[src/rtl/grwi_pkg.sv]
// ----------------------------------------------------------------------------
// grwi_pkg
// Shared constants, codes and the quarter-wave sine table of the ray caster.
// ----------------------------------------------------------------------------
package grwi_pkg;

    localparam int MAP_COLUMNS = 32;
    localparam int MAP_LINES   = 16;
    localparam int COL_W       = 5;
    localparam int ROW_W       = 4;
    localparam int ADDR_W      = ROW_W + COL_W;
    localparam int MAP_DEPTH   = MAP_LINES * MAP_COLUMNS;

    // One tile is 64 pixels, 2^14 in Q.8.
    localparam int TILE_SHIFT  = 14;
    localparam int TILE_Q8     = 1 << TILE_SHIFT;

    localparam int POS_W       = 36;
    localparam int MUL_W       = 29;
    localparam int PROD_W      = 2 * MUL_W;
    localparam int NUM_W       = 31;
    localparam int DEN_W       = 16;
    localparam int QUOT_W      = 30;
    localparam int CNT_W       = 6;

    localparam logic [23:0] QUARTER_TURN = 24'h40_0000;
    localparam int          MIN_TRIG     = 4;

    localparam logic [2:0] CFG_PLAYER_X   = 3'd0;
    localparam logic [2:0] CFG_PLAYER_Y   = 3'd1;
    localparam logic [2:0] CFG_VIEW_ANGLE = 3'd2;
    localparam logic [2:0] CFG_HALF_FOV   = 3'd3;
    localparam logic [2:0] CFG_ANGLE_STEP = 3'd4;

    localparam logic ACT_WRITE_CELL = 1'b0;
    localparam logic ACT_CAST       = 1'b1;

    function automatic logic [15:0] sine_rom(input logic [4:0] idx);
        logic [15:0] v;
        unique case (idx)
            5'd0:    v = 16'd0;
            5'd1:    v = 16'd3212;
            5'd2:    v = 16'd6393;
            5'd3:    v = 16'd9512;
            5'd4:    v = 16'd12540;
            5'd5:    v = 16'd15447;
            5'd6:    v = 16'd18205;
            5'd7:    v = 16'd20788;
            5'd8:    v = 16'd23170;
            5'd9:    v = 16'd25330;
            5'd10:   v = 16'd27246;
            5'd11:   v = 16'd28899;
            5'd12:   v = 16'd30274;
            5'd13:   v = 16'd31357;
            5'd14:   v = 16'd32138;
            5'd15:   v = 16'd32610;
            default: v = 16'd32767;
        endcase
        return v;
    endfunction

endpackage

[src/rtl/grwi_div.sv]
// ----------------------------------------------------------------------------
// grwi_div
// Signed divider, rounding to nearest with ties away from zero, one
// quotient bit per cycle.
// ----------------------------------------------------------------------------
module grwi_div (
    input  logic                                i_clk,
    input  logic                                i_rst_n,
    input  logic                                i_start,
    input  logic signed [grwi_pkg::NUM_W-1:0]   i_num,
    input  logic signed [grwi_pkg::DEN_W-1:0]   i_den,
    output logic                                o_done,
    output logic signed [grwi_pkg::QUOT_W-1:0]  o_quot
);

    localparam int NW = grwi_pkg::NUM_W;
    localparam int DW = grwi_pkg::DEN_W;

    logic          r_busy;
    logic          r_done;
    logic          r_neg;
    logic [4:0]    r_cnt;
    logic [NW-1:0] r_dvd;
    logic [DW-1:0] r_rem;
    logic [DW-1:0] r_den;

    logic [NW-1:0] abs_num;
    logic [DW-1:0] abs_den;
    logic [DW:0]   trial;
    logic          fits;

    assign abs_num = i_num[NW-1] ? NW'(-i_num) : NW'(i_num);
    assign abs_den = i_den[DW-1] ? DW'(-i_den) : DW'(i_den);
    assign trial   = {r_rem, r_dvd[NW-1]};
    assign fits    = trial >= {1'b0, r_den};

    always_ff @(posedge i_clk) begin
        if (!i_rst_n) begin
            r_busy <= 1'b0;
            r_done <= 1'b0;
        end else begin
            r_done <= 1'b0;
            if (i_start) begin
                r_busy <= 1'b1;
                r_cnt  <= '0;
                r_rem  <= '0;
                r_den  <= abs_den;
                r_neg  <= i_num[NW-1] ^ i_den[DW-1];
                // Adding half the divisor turns the truncating quotient into
                // a rounded one.
                r_dvd  <= abs_num + NW'(abs_den >> 1);
            end else if (r_busy) begin
                r_rem <= fits ? DW'(trial - {1'b0, r_den}) : trial[DW-1:0];
                r_dvd <= {r_dvd[NW-2:0], fits};
                r_cnt <= r_cnt + 5'd1;
                if (r_cnt == 5'(NW - 1)) begin
                    r_busy <= 1'b0;
                    r_done <= 1'b1;
                end
            end
        end
    end

    assign o_done = r_done;
    assign o_quot = r_neg ? -$signed(r_dvd[grwi_pkg::QUOT_W-1:0])
                          : $signed(r_dvd[grwi_pkg::QUOT_W-1:0]);

endmodule

[config.mk]
export PLATFORM = sky130hd
export DESIGN_NAME = grwi_div
export DESIGN_NICKNAME = d
export VERILOG_FILES = /design/src/rtl/grwi_pkg.sv /design/src/rtl/grwi_div.sv
export SDC_FILE = /design/constraint.sdc
export NUM_CORES = 1
export LEC_CHECK = 0
export BUFFER_PORTS_ARGS = -buffer_cell sky130_fd_sc_hd__buf_2
export CORE_ASPECT_RATIO = 0.5
export CORE_MARGIN = 1
export CORE_UTILIZATION = 45
export DETAILED_ROUTE_END_ITERATION = 7
export PLACE_DENSITY = 0.76
export RECOVER_POWER = 100
export SETUP_SLACK_MARGIN = 0.15
export SLEW_MARGIN = 40
export SYNTH_ARGS = -nofsm -noshare
export SYNTH_HDL_FRONTEND = slang
export SYNTH_SLANG_ARGS = --single-unit
[constraint.sdc]
create_clock -name i_clk -period 4.25 [get_ports i_clk]
set_input_delay 0 -clock i_clk [delete_from_list [all_inputs] [get_ports i_clk]]
set_output_delay 0 -clock i_clk [all_outputs]
set_load 0.02 [all_outputs]
==> summary.md <==
| Metric | Value |
|---|---|
| Layout Skew | `0.00775 ns` |
| Setup_tns | `0 ns` |
| H-tree levels | `3` |
| Netlist cell types | `69` |
| First-pass GRT wire length | `25,700 µm` |
| Final cycle utilization of the critical path | `0.918` |
| Failing checks | `capacitance limit, slew limit` |
| Core Region | `0.0138 mm²` |
| IO Pins | `81` |
| #FFs+latches synth | `71` |
| Iteration-0 DRC Markers | `299` |
| RSZ-0062 raised after global routing | `no` |
| Worst Path Max Fanout | `14` |
| ANT nets after route | `0` |
| Slew Viols, Final | `67` |
| Tmin final | `3.90 ns` |
| R2R cell count | `9` |
| Drt first pass iters | `5` |
| Syn_area_per_cell | `9.02 µm²` |
| VDD IR-drop max | `189 µV` |
| Syn_nets | `806` |
| Cell total after placement | `969` |
| Status | `complete, but fails checks` |
| WP data arrival | `4.00 ns` |
| Drt drc | `0` |
| Area contributors post-synth | `edfxtp_1 32%, xnor2_1 8.9%, ha_1 6.6%` |
| Hold path depth | `2` |
| Final Setup Violations | `0` |
| Final worst slack | `0.350 ns` |
| IO buf count | `80` |
| Clock sink total | `71` |
| Static leakage | `0.00272 µW` |
| Largest area contributor in the netlist | `edfxtp_1` |
| Critical Path End Type | `register` |
| Final Hold Vio Count | `0` |
| Detailed placement HPWL | `11,900 µm` |
| Endpoint of the worst hold path | `r_den[11]` |
| Most frequent cells in the layout | `69 x edfxtp_1, 66 x xnor2_1, 59 x nor2_1, 56 x nand2_1, 46 x buf_2` |
| Die area | `0.0149 mm²` |
| Layout Nets | `876` |
| Max-cap violation count | `2` |
| Register area share after synthesis | `0.325` |
| Vias/cell | `5.82` |
| FILL cells | `1,305` |
| Total power | `2560 µW` |
| Fmax achieved | `256 MHz` |
| Hold_sp | `i_den[11]` |
| Synthesis warning total | `0` |
| Area Growth Syn to Fin | `12.4%` |
| Clock Pin Slew Worst Setup and Hold Paths | `0.06 ns` |
| Critical path class | `primary input to register` |
| EDFF count, synth | `69` |
| Reg2reg end | `r_dvd[0]` |
| Vias in the first global route | `5,429` |
| Antenna Cells | `0` |
| Root buffer cell | `clkbuf_16` |
| Pwr Density | `351 mW/mm²` |
| CTS max path bufs | `2` |
| Share of layout cells above drive strength 1 | `0.121` |
| Die span in y | `86.9 µm` |
| GP Congestion | `0.900` |
| Commonest register cell after synthesis | `edfxtp_1` |
| Total GRT Usage | `0.219` |
| Cell Count, Final, Fillers Out | `987` |
| Final WL | `15,600 µm` |
| R2R Setup Slk | `0.57 ns` |
| Register Area | `0.00211 mm²` |
| Site row count | `30` |
| Min-delay worst type | `primary input to register` |
| CP Launch Type | `primary input` |
| CTS tree | `built` |
| DP Worst Slack | `0.328 ns` |
| Initial antenna violation count | `0` |
| Asr flop ratio synth | `0` |
| Multi-input gate area | `0.00410 mm²` |
| Critical Path RT | `4.35 ns` |
| Pin count of the biggest net entering global routing | `34` |
| Routed len/inst | `15.8 µm` |
| Die W | `172 µm` |
| Mapped Cells | `720` |
| TritonCTS Buffers | `9` |
| Total grt overflow | `0` |
| Max-slew headroom | `-0.179` |
| Slew @ Worst Pin | `1.77 ns` |
| Yosys top cell area share | `0.319` |
| Vias | `5,748` |
| Starting Density | `0.470` |
| Cell Area, Synth | `0.00649 mm²` |
| Commonest non-fill, non-tap cell in the layout | `edfxtp_1` |
| Skew-Pair Late Insertion Delay | `0.34 ns` |
| FF-to-FF Start | `r_rem[0]` |
[layout make-up]
class | count | area share
Timing Repair Buffer | 89 | 0.0585
Tap cell | 192 | 0.0329
Inverter | 41 | 0.0211
Sequential cell | 71 | 0.289
Clock inverter | 7 | 0.00634
Clock buffer | 9 | 0.0309
Multi-Input combinational cell | 578 | 0.561
[worst max-delay path, cell delays in order]
cell and delay [ns]:
dlygate4sd3_1 0.52, buf_2 0.13, inv_1 0.06, ha_1 0.26
nand2b_1 0.18, xnor2_1 0.33, fa_1 0.29, a21oi_1 0.10
o211ai_1 0.23, o22ai_1 0.15, maj3_1 0.38, o21a_1 0.21
o31ai_1 0.25, buf_4 0.18, a21oi_4 0.11, or4_1 0.42
a31o_1 0.21
[stage by stage]
step	hold WS, ns	utilization	cell area [µm²]
3_5_place_dp	0.237	0.510	7040
6_report	0.0126	0.528	7300
5_1_grt	0.0140	0.528	7300
3_3_place_gp	0.237	0.510	7040
4_1_cts	0.00330	0.531	7330
2_1_floorplan	0.0989	-	6490
[kinds of logic (layout without fill, tap and decap cells)]
group	count (synthesis)	count (layout)	synth area share
flops	71	71	0.325
xor+xnor	104	104	0.143
buf+inv	71	146	0.0468
fa+ha+maj	37	37	0.0732
simple gates	236	236	0.185
compound gates	181	181	0.194
mux	20	20	0.0324
[worst max path at each step]
stage,startpoint,end,slack (ns),cells after the start
4_1_cts,i_den[0],r_dvd[24],0.24,17
5_1_grt,i_den[0],r_dvd[24],0.09,17
2_1_floorplan,i_num[30],r_dvd[24],0.49,15
3_3_place_gp,i_num[0],r_dvd[24],0.46,16
6_report,i_den[0],r_dvd[24],0.35,17
3_5_place_dp,i_num[0],r_dvd[24],0.33,16
[layer usage]
| layer | vias up | share of wire | track usage |
|---|---|---|---|
| li1 | 2817 | - | - |
| met1 | 2758 | 0.44 | 0.269 |
| met2 | 145 | 0.50 | 0.397 |
| met3 | 28 | 0.043 | 0.0377 |
| met4 | 0 | 0.017 | 0.0587 |
| met5 | - | 0 | 0 |
[state kept, by name (all words and copies together) (netlist names)]
signal and count:
r_cnt 5, r_dvd 31, o_done 1, r_den 16
r_rem 16, r_busy 1, r_neg 1
[power by group]
group | leakage, µW | total (µW) | internal, µW | switching, µW
sequential | 0.000675 | 926 | 869 | 56.8
combinational | 0.00192 | 951 | 387 | 564
clock | 0.000130 | 686 | 394 | 292
[what timing repair did]
action                                  CTS  global route
endpoints found under the hold margin     2             0
hold buffers                              2             0
setup buffers                             0             0
gates resized for setup                   0             4
endpoints found under the setup margin    0             6
[cells in the mapped netlist, types with 4 or more instances]
library cell,count
clkbuf_1,23
a31o_2,4
nand4_1,11
xnor2_1,66
nand2_1,56
o211ai_1,5
mux2i_1,12
o41ai_1,16
a31oi_1,7
and3_1,6
a21oi_1,27
nor3_1,14
o31ai_1,29
or2_2,6
nor2_1,59
nor2b_1,4
nor4_1,8
edfxtp_1,69
nand2b_1,10
a211oi_1,5
a21o_1,8
nand3_1,17
o21ai_0,38
mux2_2,8
o21a_1,13
or3_1,16
or4_1,12
a41oi_1,4
ha_1,34
inv_1,40
xor2_1,37
Note: power is estimated with default switching activity, not from simulation.
