File: src/rtl/grwi_ram.sv
// ----------------------------------------------------------------------------
// grwi_ram
// Single-port synchronous RAM with registered read data.
// ----------------------------------------------------------------------------
module grwi_ram #(
    parameter int DEPTH = 512,
    parameter int AW    = 9,
    parameter int DW    = 1
) (
    input  logic          i_clk,
    input  logic          i_we,
    input  logic [AW-1:0] i_addr,
    input  logic [DW-1:0] i_wdata,
    output logic [DW-1:0] o_rdata
);

    logic [DW-1:0] r_mem [DEPTH];

    always_ff @(posedge i_clk) begin
        if (i_we) begin
            r_mem[i_addr] <= i_wdata;
        end
        o_rdata <= r_mem[i_addr];
    end

endmodule

File: config.mk
export PLATFORM = sky130hd
export DESIGN_NAME = grwi_ram
export DESIGN_NICKNAME = d
export VERILOG_FILES = /design/src/rtl/grwi_ram.sv
export SDC_FILE = /design/constraint.sdc
export NUM_CORES = 1
export LEC_CHECK = 0
export ABC_AREA = 1
export BUFFER_PORTS_ARGS = -buffer_cell sky130_fd_sc_hd__buf_2
export CAP_MARGIN = 25
export CORE_MARGIN = 2
export CORE_UTILIZATION = 35
export CTS_BUF_LIST = sky130_fd_sc_hd__clkbuf_2
export CTS_CLUSTER_DIAMETER = 60
export DETAILED_ROUTE_END_ITERATION = 6
export GPL_TIMING_DRIVEN = 0
export PLACE_DENSITY_LB_ADDON = 0.12
export REMOVE_ABC_BUFFERS = 1
export SLEW_MARGIN = 20
export SYNTH_ARGS = -nofsm -noshare
export SYNTH_HDL_FRONTEND = slang
export SYNTH_SLANG_ARGS = --single-unit
File: constraint.sdc
create_clock -name i_clk -period 2.5 [get_ports i_clk]
set_input_delay 0.5 -clock i_clk [delete_from_list [all_inputs] [get_ports i_clk]]
set_output_delay 0.5 -clock i_clk [all_outputs]
set_load 0.01 [all_outputs]
==> results.md, run 1 <==
- Result of the run: completed
- Max Cap Violations: 0
- Wire length on met1: slightly below 30 mm
- Clock tree from TritonCTS: built
- Ordered list of cells on the worst path: dlygate4sd3_1, buf_2, inv_1, nor2_4, dlygate4sd3_1, inv_1, nor2_2, inv_2, buf_12, nor2_1
- Num CTS Buffers: about 140
- FFs w/ async S/R, synth: 0
- Final Critical Period: 2.45 ns
- Routed length on met3: approximately 4 mm
- Destination of the worst hold path: o_rdata
- Vias in the first global route: between 15,000 and 20,000
- Simple-gate area share of the yosys netlist: 0.309
- Type of the worst min-delay path: input pin to register
- Horizontal extent of the die: 264 um
- Synthesized area per cell: ~8.9 um^2
- Overall global routing resource usage: 0.203
- Family with the most delay on the worst path: buffers and inverters
- Vert. Die Dim: 264 um
- Highest routing layer actually used: met5
- Fraction of synthesized cell area taken by the top area cell type: 0.649
- Largest driver fanout on the critical path: 17
- Multiplexer share of the synthesized area: 0
- Max-slew violation total from the final report: 0
- Hold Path Cell Cnt: 9
- Data arrival time of the worst path: between 3 and 4 ns
- Hold wc startpoint: i_addr[5]
- Total length of routed wires: ~70 mm
- Post-layout utilization of the core: 0.391
- Area of the core: approximately 67,000 um^2
- Cell variety after synth: 20
- Final setup skew: between 0.06 and 0.07 ns
- CP Launch Type: input pin
- Post-Synth XOR/XNOR Area: 0
- Maximum number of pins on one net before global-route repair: between 100 and 150
- Proportion of synthesized chip area in sequential cells: 0.649
- Area growth syn-to-layout: 10.8%
- Max-slew headroom at the worst pin: 0.287
- Destination of the worst register-to-register timing path: o_rdata
- Count of buffer and inverter cells on the critical path: 7
- Number of hold-slack violations in the final timing report: 0
- Slowest CP cell: sky130_fd_sc_hd__dlygate4sd3_1
- Maximum cell stage delay along the critical path: between 0.6 and 0.7 ns
- Detail Route Antenna Nets: 0
- Top cells by area, synth: sky130_fd_sc_hd__edfxtp_1 65%, sky130_fd_sc_hd__nand2_1 19%, sky130_fd_sc_hd__nor2_1 9.3%
- Num Clock Sinks: just over 500
- CTS HTree Levels: 4
- Most frequent cell after synthesis: sky130_fd_sc_hd__nand2_1
- Final global-route overflow total: 0
- HPWL after detailed placement: 34.1 mm
- Worst Reg2Reg Path Length in Cells: 14
- Kind of end point of the critical path: register
- Initial antenna violation count: 2
- Mean number of vias per cell: a little under 5
- Full die area: 69,800 um^2
- Number of synthesized flops with an enable pin: 512
- Final clock period utilization by the worst path: 0.979
- DRC Markers: 0
- Cell taking the most area after synthesis: sky130_fd_sc_hd__edfxtp_1
- Number of warnings reported in the yosys synthesis log: 0
- Unrepaired setup endpoints after global routing: no
- Total power divided by cell area: between 600 and 700 nW/um^2
- Initial DRC Count: about 1,300
- Setup total negative slack: 0 ns
- Total standard cell area after synthesis: about 24,000 um^2
- Post-synthesis adder-cell area fraction: 0
- First-pass GRT wire length: 105 mm
- Final net count: about 2,700
- Buffers on Ports: 12
- Source of the critical timing path: i_addr[2]
- Iteration count of the initial detailed-routing pass: 5
- Clock tree root buffer cell: sky130_fd_sc_hd__clkbuf_2
- Post-synthesis compound-gate area fraction: 0.00211
- Final setup violation count: 0
- Count of boundary I/O pins: 13
- Data required time of the critical path: 3.47 ns
- Post-synth top cells: 1,209 x sky130_fd_sc_hd__nand2_1, 587 x sky130_fd_sc_hd__nor2_1, 512 x sky130_fd_sc_hd__edfxtp_1
- Max Clock Freq: slightly above 400 MHz
- Skew-Pair Late Insertion Delay: 1.31 ns
- Buffer levels on the longest clock path: 3
- Register-to-register path setup slack: ~0.66 ns
- Worst slew pin tran: roughly 1.1 ns
- Final weighted congestion of routability-driven global placement: approximately 0.71
- Fraction of final layout cells sized beyond drive strength 1: 0.108
- Initial Utilization: 0.353
- Count of vias placed by the detailed router: around 18,000
- Most instantiated flip-flop cell in the synthesis netlist: sky130_fd_sc_hd__edfxtp_1
- VDD IR max: between 0.3 and 0.4 mV
- Crit Reg-Reg Startpoint: r_mem[269]
- Routed wire length per instance: between 15 and 20 um
- Register bit total from synthesis: slightly above 500
- Static Leakage: between 10 and 15 nW
- Combinational family with the most area after synthesis: simple AND/OR/NAND/NOR gates
- Metal2 WL: 35.5 mm
- Clock transition at path regs: 0.08 ns
- Count of mapped cells out of synthesis: 2,649
- Floorplan row count: 95
- Critical path class: input pin to register
## area by class of cell
| type | count | area [um^2] |
|---|---|---|
| diodes | 1 | 2.50 |
| fillers | 6811 | 40900 |
| multi-input cells | 1920 | 7500 |
| clock inverters | 30 | 139 |
| clock buffers | 222 | 1110 |
| flip-flops and latches | 513 | 15400 |
| repair buffers | 51 | 843 |
| inverters | 43 | 186 |
| well taps | 873 | 1090 |
## how the worst max path moves through the flow
stage	endpoint	depth (start not counted)	slack, ns
global placement	r_mem[423]	5	-9.42
finish	r_mem[422]	10	0.05
global route	r_mem[326]	10	0.03
CTS	r_mem[351]	9	0.02
detailed placement	r_mem[490]	9	-1.42
floorplan	r_mem[206]	6	-0.57
## cells in the final DEF (no fill, tap or decap), drive strengths merged, types with 5 or more instances in the layout
cell and count:
a21oi 5, buf 37, clkbuf 223, clkinv 26
dlygate4sd3 13, edfxtp 512, inv 46, nand2 1209
nand3 99, nor2 592, nor3 10, o21ai 5
## stage by stage
stage	total power [mW]	hold slack (ns)	area [um^2]	setup WS (ns)	std cells
global placement	10.9	0.959	24100	-9.42	3361
global route	17.4	0.185	26300	0.0256	3653
finish	16.7	0.208	26300	0.0531	3653
CTS	16.9	0.0117	26200	0.0201	3650
floorplan	10.2	0.599	22900	-0.571	2476
detailed placement	10.9	0.959	24800	-1.42	3385
## kinds of logic after synthesis
| kind of cell | count (synthesis) |
|---|---|
| and+or+nand+nor | 1910 |
| AOI/OAI and AO/OA | 10 |
| buffers and inverters | 216 |
| DFF | 513 |
## state kept, by name (all words and copies together), names as in the netlist
name     flops
o_rdata      1
r_mem      512
## layer usage
layer | vias up | track usage
met3 | 124 | 0.0403
met4 | 2 | 0.0714
li1 | 8579 | -
met2 | 490 | 0.357
met5 | - | 0
met1 | 8679 | 0.248
## tightest hold or removal path: cells and delay by family
kind	cells	cell delay (ns)
buf+inv	1	0.11
simple gates	8	0.81
## repair_timing
item                                    4_1_cts  5_1_grt
endpoints found under the setup margin        0       66
buffers inserted                              0        1
hold buffers                                 13        0
gates resized for setup                       0        6
endpoints found under the hold margin       633        0
## power breakdown
group / switching [mW] / internal [mW]
Combinational: 0.917 / 0.306
Clock: 3.56 / 2.43
Sequential: 0.00434 / 9.46
Power figures use the tool's default switching activity.
==> inputs of run 2 (changes only) <==
--- a/config.mk
+++ b/config.mk
@@ -5,7 +5,7 @@
 export SDC_FILE = /design/constraint.sdc
 export NUM_CORES = 1
 export LEC_CHECK = 0
-export ABC_AREA = 1
+export ABC_AREA = 0
 export BUFFER_PORTS_ARGS = -buffer_cell sky130_fd_sc_hd__buf_2
 export CAP_MARGIN = 25
 export CORE_MARGIN = 2
==> run 2 against run 1 <==
Against the previous run:
- the run now ends with setup timing left
- final cell count decreased by 30%
- global-route usage down 1.8 points
- sequential share of layout area increased by 3.8 points
- synthesized cell count fell by 40%
- utilization is 0.073 points higher
- via count shrank 25%
- critical path type is now register to register
- largest power group unchanged
==> results.md, run 2 <==
- Family with the most delay on the worst path: compound AO/OA/AOI/OAI gates
- Num Clock Sinks: 513 (unchanged)
- Largest registers ranked by flip-flop count: r_mem (512), o_rdata (1)
- Cell taking the most area after synthesis: sky130_fd_sc_hd__edfxtp_1
- Final global-route overflow total: 0 (unchanged)
- Final net count: 1,626 (-39%)
- Proportion of synthesized chip area in sequential cells: 0.692 (+0.0421)
- Post-synth top cells: 524 x sky130_fd_sc_hd__nor2_1, 512 x sky130_fd_sc_hd__edfxtp_1, 111 x sky130_fd_sc_hd__clkbuf_1
- Initial antenna violation count: 3 (+1)
- Data arrival time of the worst path: 3.95 ns (+0.53 ns)
- Buffer levels on the longest clock path: 3 (unchanged)
- Synthesized area per cell: 14.1 um^2 (+58%)
- Largest driver fanout on the critical path: 1 (-16)
- Final setup violation count: 1 (+1)
- Register-to-register path setup slack: -0.33 ns (-0.99 ns)
- Area of placed instances: 23,300 um^2 (-6.4%)
- Max-slew violation total from the final report: 0 (unchanged)
- DRC Markers: 0 (unchanged)
- Horizontal extent of the die: 256 um (-3.0%)
- Number of hold-slack violations in the final timing report: 0 (unchanged)
- Destination of the worst hold path: r_mem[25]
- Cell variety after synth: 47 (+140%)
- Num CTS Buffers: 140 (-0.71%)
- Initial Utilization: 0.354 (+0.000573)
- Kind of end point of the critical path: register
- Full die area: 65,600 um^2 (-6.0%)
- Count of boundary I/O pins: 13 (unchanged)
- Detail Route Antenna Nets: 0 (unchanged)
- Largest register by flop count: r_mem
- Final Cell Area: 24,700 um^2 (-6.1%)
- Dpl cells: 2,311 (-32%)
- Violated checks: setup timing
- Type of the worst min-delay path: input pin to register
- HPWL after detailed placement: 30.0 mm (-12%)
- FFs w/ async S/R, synth: 0 (unchanged)
- Number of cells in the finished layout apart from fillers: 2,552 (-30%)
- Max Clock Freq: 354 MHz (-13%)
- Post-layout total power: 16.6 mW (-0.29%)
- Flip-flop count of the largest register, all copies and words added: 512 (unchanged)
- Routed wire length per instance: 23.4 um (+22%)
- Number of synthesized flops with an enable pin: 512 (unchanged)
- Area of the core: 63,000 um^2 (-6.2%)
- CTS HTree Levels: 4 (unchanged)
- Count of buffer and inverter cells on the critical path: 0 (-7)
- First-pass GRT wire length: 89.0 mm (-15%)
- Buffers on Ports: 12 (unchanged)
- Slowest CP cell: sky130_fd_sc_hd__or4_4
- Max Cap Violations: 0 (unchanged)
- Fraction of synthesized cell area taken by the top area cell type: 0.691 (+0.0421)
- Top cells by area, synth: sky130_fd_sc_hd__edfxtp_1 69%, sky130_fd_sc_hd__mux4_2 10%, sky130_fd_sc_hd__nor2_1 8.8%
- Unrepaired setup endpoints after global routing: yes
- Hold wc startpoint: i_addr[7]
- Hold_ws: 0.197 ns (-0.0104 ns)
- Result of the run: finished with violations
- CP Launch Type: register
- VDD IR max: 0.357 mV (-1.2%)
- Worst slew pin tran: 1.09 ns (+0.0272 ns)
- Post-CTS Setup Inserts: 0 (unchanged)
- Fraction of final layout cells sized beyond drive strength 1: 0.225 (+0.118)
- Critical path class: register to register
- Data required time of the critical path: 3.62 ns (+0.15 ns)
- Max-slew headroom at the worst pin: 0.274 (-0.0135)
- Destination of the worst register-to-register timing path: o_rdata
- Count of vias placed by the detailed router: 13,400 (-25%)
- Skew-Pair Late Insertion Delay: 1.28 ns (-0.03 ns)
- Maximum number of pins on one net before global-route repair: 143 (-0.69%)
- Total standard cell area after synthesis: 22,300 um^2 (-6.1%)
- Final weighted congestion of routability-driven global placement: 0.696 (-2.5%)
- Total length of routed wires: 59.8 mm (-15%)
- Final Critical Period: 2.83 ns (+0.381 ns)
- Count of mapped cells out of synthesis: 1,579 (-40%)
- Final clock period utilization by the worst path: 1.13 (+0.152)
- Pre-CTS setup slack: -1.72 ns (-0.304 ns)
- Maximum cell stage delay along the critical path: 0.57 ns (-0.09 ns)
- Floorplan row count: 92 (-3.2%)
- Final setup slack of the worst path: -0.328 ns (-0.381 ns)
- Clock tree from TritonCTS: built
- Vias in the first global route: 13,800 (-20%)
- Most frequent standard cell in the layout excluding fill and tap cells: sky130_fd_sc_hd__nor2_1
- Most frequent cell after synthesis: sky130_fd_sc_hd__nor2_1
- Worst Reg2Reg Path Length in Cells: 7 (-7)
- Final setup skew: 0.0489 ns (-0.0159 ns)
- Hold Path Cell Cnt: 4 (-5)
- Iteration count of the initial detailed-routing pass: 5 (unchanged)
- Commonest cells after routing, fill and taps aside: 523 x sky130_fd_sc_hd__nor2_1, 512 x sky130_fd_sc_hd__edfxtp_1, 200 x sky130_fd_sc_hd__clkbuf_2, 101 x sky130_fd_sc_hd__mux4_2, 60 x sky130_fd_sc_hd__nand2_1
- Overall global routing resource usage: 0.186 (-0.0178)
- Initial DRC Count: 1,131 (-13%)
- Total power divided by cell area: 673 nW/um^2 (+6.2%)
- Crit Reg-Reg Startpoint: r_mem[99]
- Static Leakage: 7.67 nW (-26%)
- Area growth syn-to-layout: 10.9% (about the same)
- Clock tree root buffer cell: sky130_fd_sc_hd__clkbuf_2
- Mean number of vias per cell: 5.24 (+7.0%)
- Clock transition at path regs: 0.09 ns (about the same)
- Number of warnings reported in the yosys synthesis log: 0 (unchanged)
- Register bit total from synthesis: 513 (unchanged)
- Ordered list of cells on the worst path: mux4_2, o2111ai_1, o2111ai_2, a211oi_1, nand4_1, or4_4, a211o_1
- Most instantiated flip-flop cell in the synthesis netlist: sky130_fd_sc_hd__edfxtp_1
- Vert. Die Dim: 256 um (-3.0%)
-- run 2: changes by cell type after synthesis, sizes merged, moves of 13 or more --
cell	change
a22oi	+19
buf	-62
clkbuf	+28
inv	-38
mux2i	+60
mux4	+101
nand2	-1133
nand3	-85
nor2	-68
nor2b	+13
-- run 2: tightest hold or removal path, stage by stage --
cell and delay [ns]:
sky130_fd_sc_hd__buf_2 0.16, sky130_fd_sc_hd__nor3_2 0.09, sky130_fd_sc_hd__nand2_1 0.42, sky130_fd_sc_hd__nor2_1 0.09
-- run 2: worst max path at each step --
stage	startpoint	end	depth (start not counted)	slack, ns
2_1_floorplan	i_addr[4]	o_rdata	8	-0.05
3_3_place_gp	i_addr[0]	o_rdata	8	-5.59
3_5_place_dp	i_addr[0]	o_rdata	9	-1.72
4_1_cts	r_mem[503]	o_rdata	8	-0.31
5_1_grt	r_mem[502]	o_rdata	8	-0.35
6_report	r_mem[99]	o_rdata	7	-0.33
-- run 2: power breakdown --
part | internal [mW] | switching (mW)
sequential | 9.46 | 0.00266
clock | 2.74 | 3.46
combinational | 0.316 | 0.647
-- run 2: metal layers --
layer / wire (um) / vias up / share of wire / GRT usage
li1: - / 5944 / - / -
met1: 26800 / 6964 / 0.45 / 0.252
met2: 28700 / 377 / 0.48 / 0.295
met3: 3420 / 74 / 0.057 / 0.0434
met4: 982 / 2 / 0.016 / 0.0586
met5: 11 / - / 0.00018 / 0
-- run 2: area by class of cell --
class,count,area [um^2]
clock inverters,33,292
inverters,4,15.0
clock buffers,200,1000
diodes,1,2.50
fillers,6052,38300
repair buffers,32,463
flip-flops and latches,513,15400
well taps,846,1060
multi-input cells,923,6450
-- run 2: per-stage QoR --
stage / TNS (ns) / util
2_1_floorplan: -0.0467 / -
3_3_place_gp: -5127.92 / 0.362
3_5_place_dp: -387.17 / 0.369
4_1_cts: -0.305 / 0.392
5_1_grt: -0.345 / 0.392
6_report: -0.328 / 0.392
-- run 2: timing repair --
action                                  4_1_cts  5_1_grt
hold endpoints to repair                    247        0
resized for setup                             9        0
endpoints found under the setup margin        1        1
hold buffers                                  6        0
pin swaps                                     6        0
-- run 2: cell families after synthesis --
family                 synth area share
AND/OR/NAND/NOR                   0.119
flip-flops                        0.692
multiplexers                      0.133
buffers and inverters            0.0272
AO/OA/AOI/OAI                    0.0300
==> inputs of run 3 (changes only) <==
--- a/config.mk
+++ b/config.mk
@@ -8,7 +8,8 @@
 export ABC_AREA = 0
 export BUFFER_PORTS_ARGS = -buffer_cell sky130_fd_sc_hd__buf_2
 export CAP_MARGIN = 25
-export CORE_MARGIN = 2
+export CORE_ASPECT_RATIO = 1.1
+export CORE_MARGIN = 1.5
 export CORE_UTILIZATION = 35
 export CTS_BUF_LIST = sky130_fd_sc_hd__clkbuf_2
 export CTS_CLUSTER_DIAMETER = 60
==> run 3 against run 2 <==
Against the previous run:
- the run still ends with setup timing left
- flip-flop and latch count stayed put
- global-route usage is 0.70 points higher
- cell area is 0.71% lower
- sequential power hardly changed
- die area is 0.78% lower
- largest cell class unchanged
==> results.md, run 3 (synthesis gave the netlist of run 2 again) <==
- Most frequent standard cell in the layout excluding fill and tap cells: sky130_fd_sc_hd__nor2_1
- Initial Utilization: 0.355 (+0.00150)
- Clock tree from TritonCTS: built
- Largest register by flop count: r_mem
- Initial antenna violation count: 3 (unchanged)
- Final clock period utilization by the worst path: 1.12 (-0.00804)
- Clock tree root buffer cell: sky130_fd_sc_hd__clkbuf_2
- Crit Reg-Reg Startpoint: r_mem[416]
- Largest registers ranked by flip-flop count: r_mem (512), o_rdata (1)
- Post-CTS Setup Inserts: 0 (unchanged)
- Clock transition at path regs: 0.11 ns (+0.02 ns)
- First-pass GRT wire length: 90.5 mm (+1.7%)
- Overall global routing resource usage: 0.193 (+0.00700)
- Area growth syn-to-layout: 10.1%
- Count of boundary I/O pins: 13 (unchanged)
- Max Clock Freq: 356 MHz (+0.72%)
- CTS HTree Levels: 4 (unchanged)
- HPWL after detailed placement: 29.8 mm (-0.76%)
- Num Clock Sinks: 513 (unchanged)
- Unrepaired setup endpoints after global routing: yes
- Final setup violation count: 1 (unchanged)
- Worst Reg2Reg Path Length in Cells: 8 (+1)
- Total power divided by cell area: 652 nW/um^2 (-3.2%)
- Final weighted congestion of routability-driven global placement: 0.679 (-2.5%)
- Result of the run: finished with violations
- Final setup skew: 0.0884 ns (+0.0395 ns)
- Vert. Die Dim: 268 um (+4.4%)
- Static Leakage: 7.61 nW (-0.76%)
- Hold wc startpoint: i_addr[7]
- Skew-Pair Late Insertion Delay: 1.31 ns (+0.03 ns)
- Destination of the worst hold path: r_mem[6]
- Final net count: 1,626 (unchanged)
- Slowest CP cell: sky130_fd_sc_hd__or4_4
- Destination of the worst register-to-register timing path: o_rdata
- Final Critical Period: 2.81 ns (-0.0201 ns)
- Floorplan row count: 96 (+4.3%)
- Final Cell Area: 24,500 um^2 (-0.71%)
- Number of cells in the finished layout apart from fillers: 2,535 (-0.67%)
- CP Launch Type: register
- Ordered list of cells on the worst path: mux4_2, nor2_1, or4_4, o2111ai_2, a211oi_2, nand4_1, or4_4, a211o_1
- Dominant cell type by count on the critical path: sky130_fd_sc_hd__or4_4
- Buffers on Ports: 12 (unchanged)
- Full die area: 65,100 um^2 (-0.78%)
- Commonest cells after routing, fill and taps aside: 523 x sky130_fd_sc_hd__nor2_1, 512 x sky130_fd_sc_hd__edfxtp_1, 198 x sky130_fd_sc_hd__clkbuf_2, 101 x sky130_fd_sc_hd__mux4_2
- Source of the critical timing path: r_mem[416]
- Largest driver fanout on the critical path: 1 (unchanged)
- Number of hold-slack violations in the final timing report: 0 (unchanged)
- Max-slew violation total from the final report: 0 (unchanged)
- Area of the core: 62,700 um^2 (-0.42%)
- Buffer levels on the longest clock path: 3 (unchanged)
- Register-to-register path setup slack: -0.31 ns (+0.02 ns)
- Worst slew pin tran: 1.04 ns (-0.0485 ns)
- Initial DRC Count: 1,231 (+8.8%)
- Family with the most delay on the worst path: simple AND/OR/NAND/NOR gates
- Mean number of vias per cell: 5.30 (+1.1%)
- Maximum cell stage delay along the critical path: 0.55 ns (-0.02 ns)
- Max-slew headroom at the worst pin: 0.305 (+0.0317)
- Count of vias placed by the detailed router: 13,400 (+0.47%)
- Final setup slack of the worst path: -0.308 ns (+0.0201 ns)
- Violated checks: setup timing
- Post-layout total power: 16.0 mW (-3.9%)
- Max Cap Violations: 0 (unchanged)
- Type of the worst min-delay path: input pin to register
- VDD IR max: 0.411 mV (+15%)
- Hold Path Cell Cnt: 4 (unchanged)
- Flip-flop count of the largest register, all copies and words added: 512 (unchanged)
- Pre-CTS setup slack: -1.90 ns (-0.178 ns)
- Vias in the first global route: 14,100 (+2.7%)
- Area of placed instances: 23,200 um^2 (-0.12%)
- Total length of routed wires: 61.1 mm (+2.1%)
- Critical path class: register to register
- Final global-route overflow total: 0 (unchanged)
- Horizontal extent of the die: 243 um (-5.0%)
- Kind of end point of the critical path: register
- Count of buffer and inverter cells on the critical path: 0 (unchanged)
- DRC Markers: 0 (unchanged)
- Num CTS Buffers: 139 (-0.71%)
- Hold_ws: 0.181 ns (-0.0164 ns)
- Iteration count of the initial detailed-routing pass: 5 (unchanged)
- Maximum number of pins on one net before global-route repair: 140 (-2.1%)
- Data arrival time of the worst path: 4.00 ns (+0.05 ns)
- Dpl cells: 2,297 (-0.61%)
- Data required time of the critical path: 3.69 ns (+0.07 ns)
- Routed wire length per instance: 24.1 um (+2.7%)
- Detail Route Antenna Nets: 0 (unchanged)
- Fraction of final layout cells sized beyond drive strength 1: 0.221 (-0.00411)
-- run 3: layer usage --
layer	wire length (um)	GRT usage	share of wire	up-vias
met3	3660	0.0476	0.060	116
met2	29200	0.314	0.48	387
met5	0	0	0	-
met4	1460	0.0623	0.024	0
met1	26700	0.252	0.44	6979
li1	-	-	-	5942
-- run 3: worst min-delay path, cell delays in order --
cell                      delay [ns]
sky130_fd_sc_hd__buf_2          0.14
sky130_fd_sc_hd__nor3_2         0.09
sky130_fd_sc_hd__nand2_1        0.44
sky130_fd_sc_hd__nor2_1         0.09
-- run 3: what timing repair did --
item,in CTS,in global routing
hold buffers,6,1
pin swaps,5,0
resized for setup,9,0
hold endpoints to repair,242,1
endpoints found under the setup margin,1,1
-- run 3: how the worst max path moves through the flow --
stage,to,slack [ns],cells past startpoint
final,o_rdata,-0.31,8
after global routing,o_rdata,-0.37,8
after detailed placement,o_rdata,-1.90,9
after floorplan,o_rdata,-0.05,8
after CTS,o_rdata,-0.29,8
after global placement,o_rdata,-5.77,8
-- run 3: final cells by class --
type                       count  area (um^2)
antenna                        6         15.0
clock buffer                 198          991
clock inverter                25         98.8
fill                        6086        38200
inverter                       4         15.0
multi-input combinational    923         6480
sequential                   513        15400
tap                          833         1040
timing repair buffer          33          468
-- run 3: stage by stage --
| stage | TNS [ns] | util |
|---|---|---|
| final | -0.308 | 0.391 |
| after global routing | -0.370 | 0.391 |
| after CTS | -0.289 | 0.390 |
| after detailed placement | -390.24 | 0.370 |
| after global placement | -5093.66 | 0.363 |
| after floorplan | -0.0467 | - |
-- run 3: report_power, final --
part           switching (mW)  total [mW]  internal (mW)
clock                    3.46        5.54           2.08
combinational           0.649       0.968          0.319
sequential            0.00261        9.46           9.46
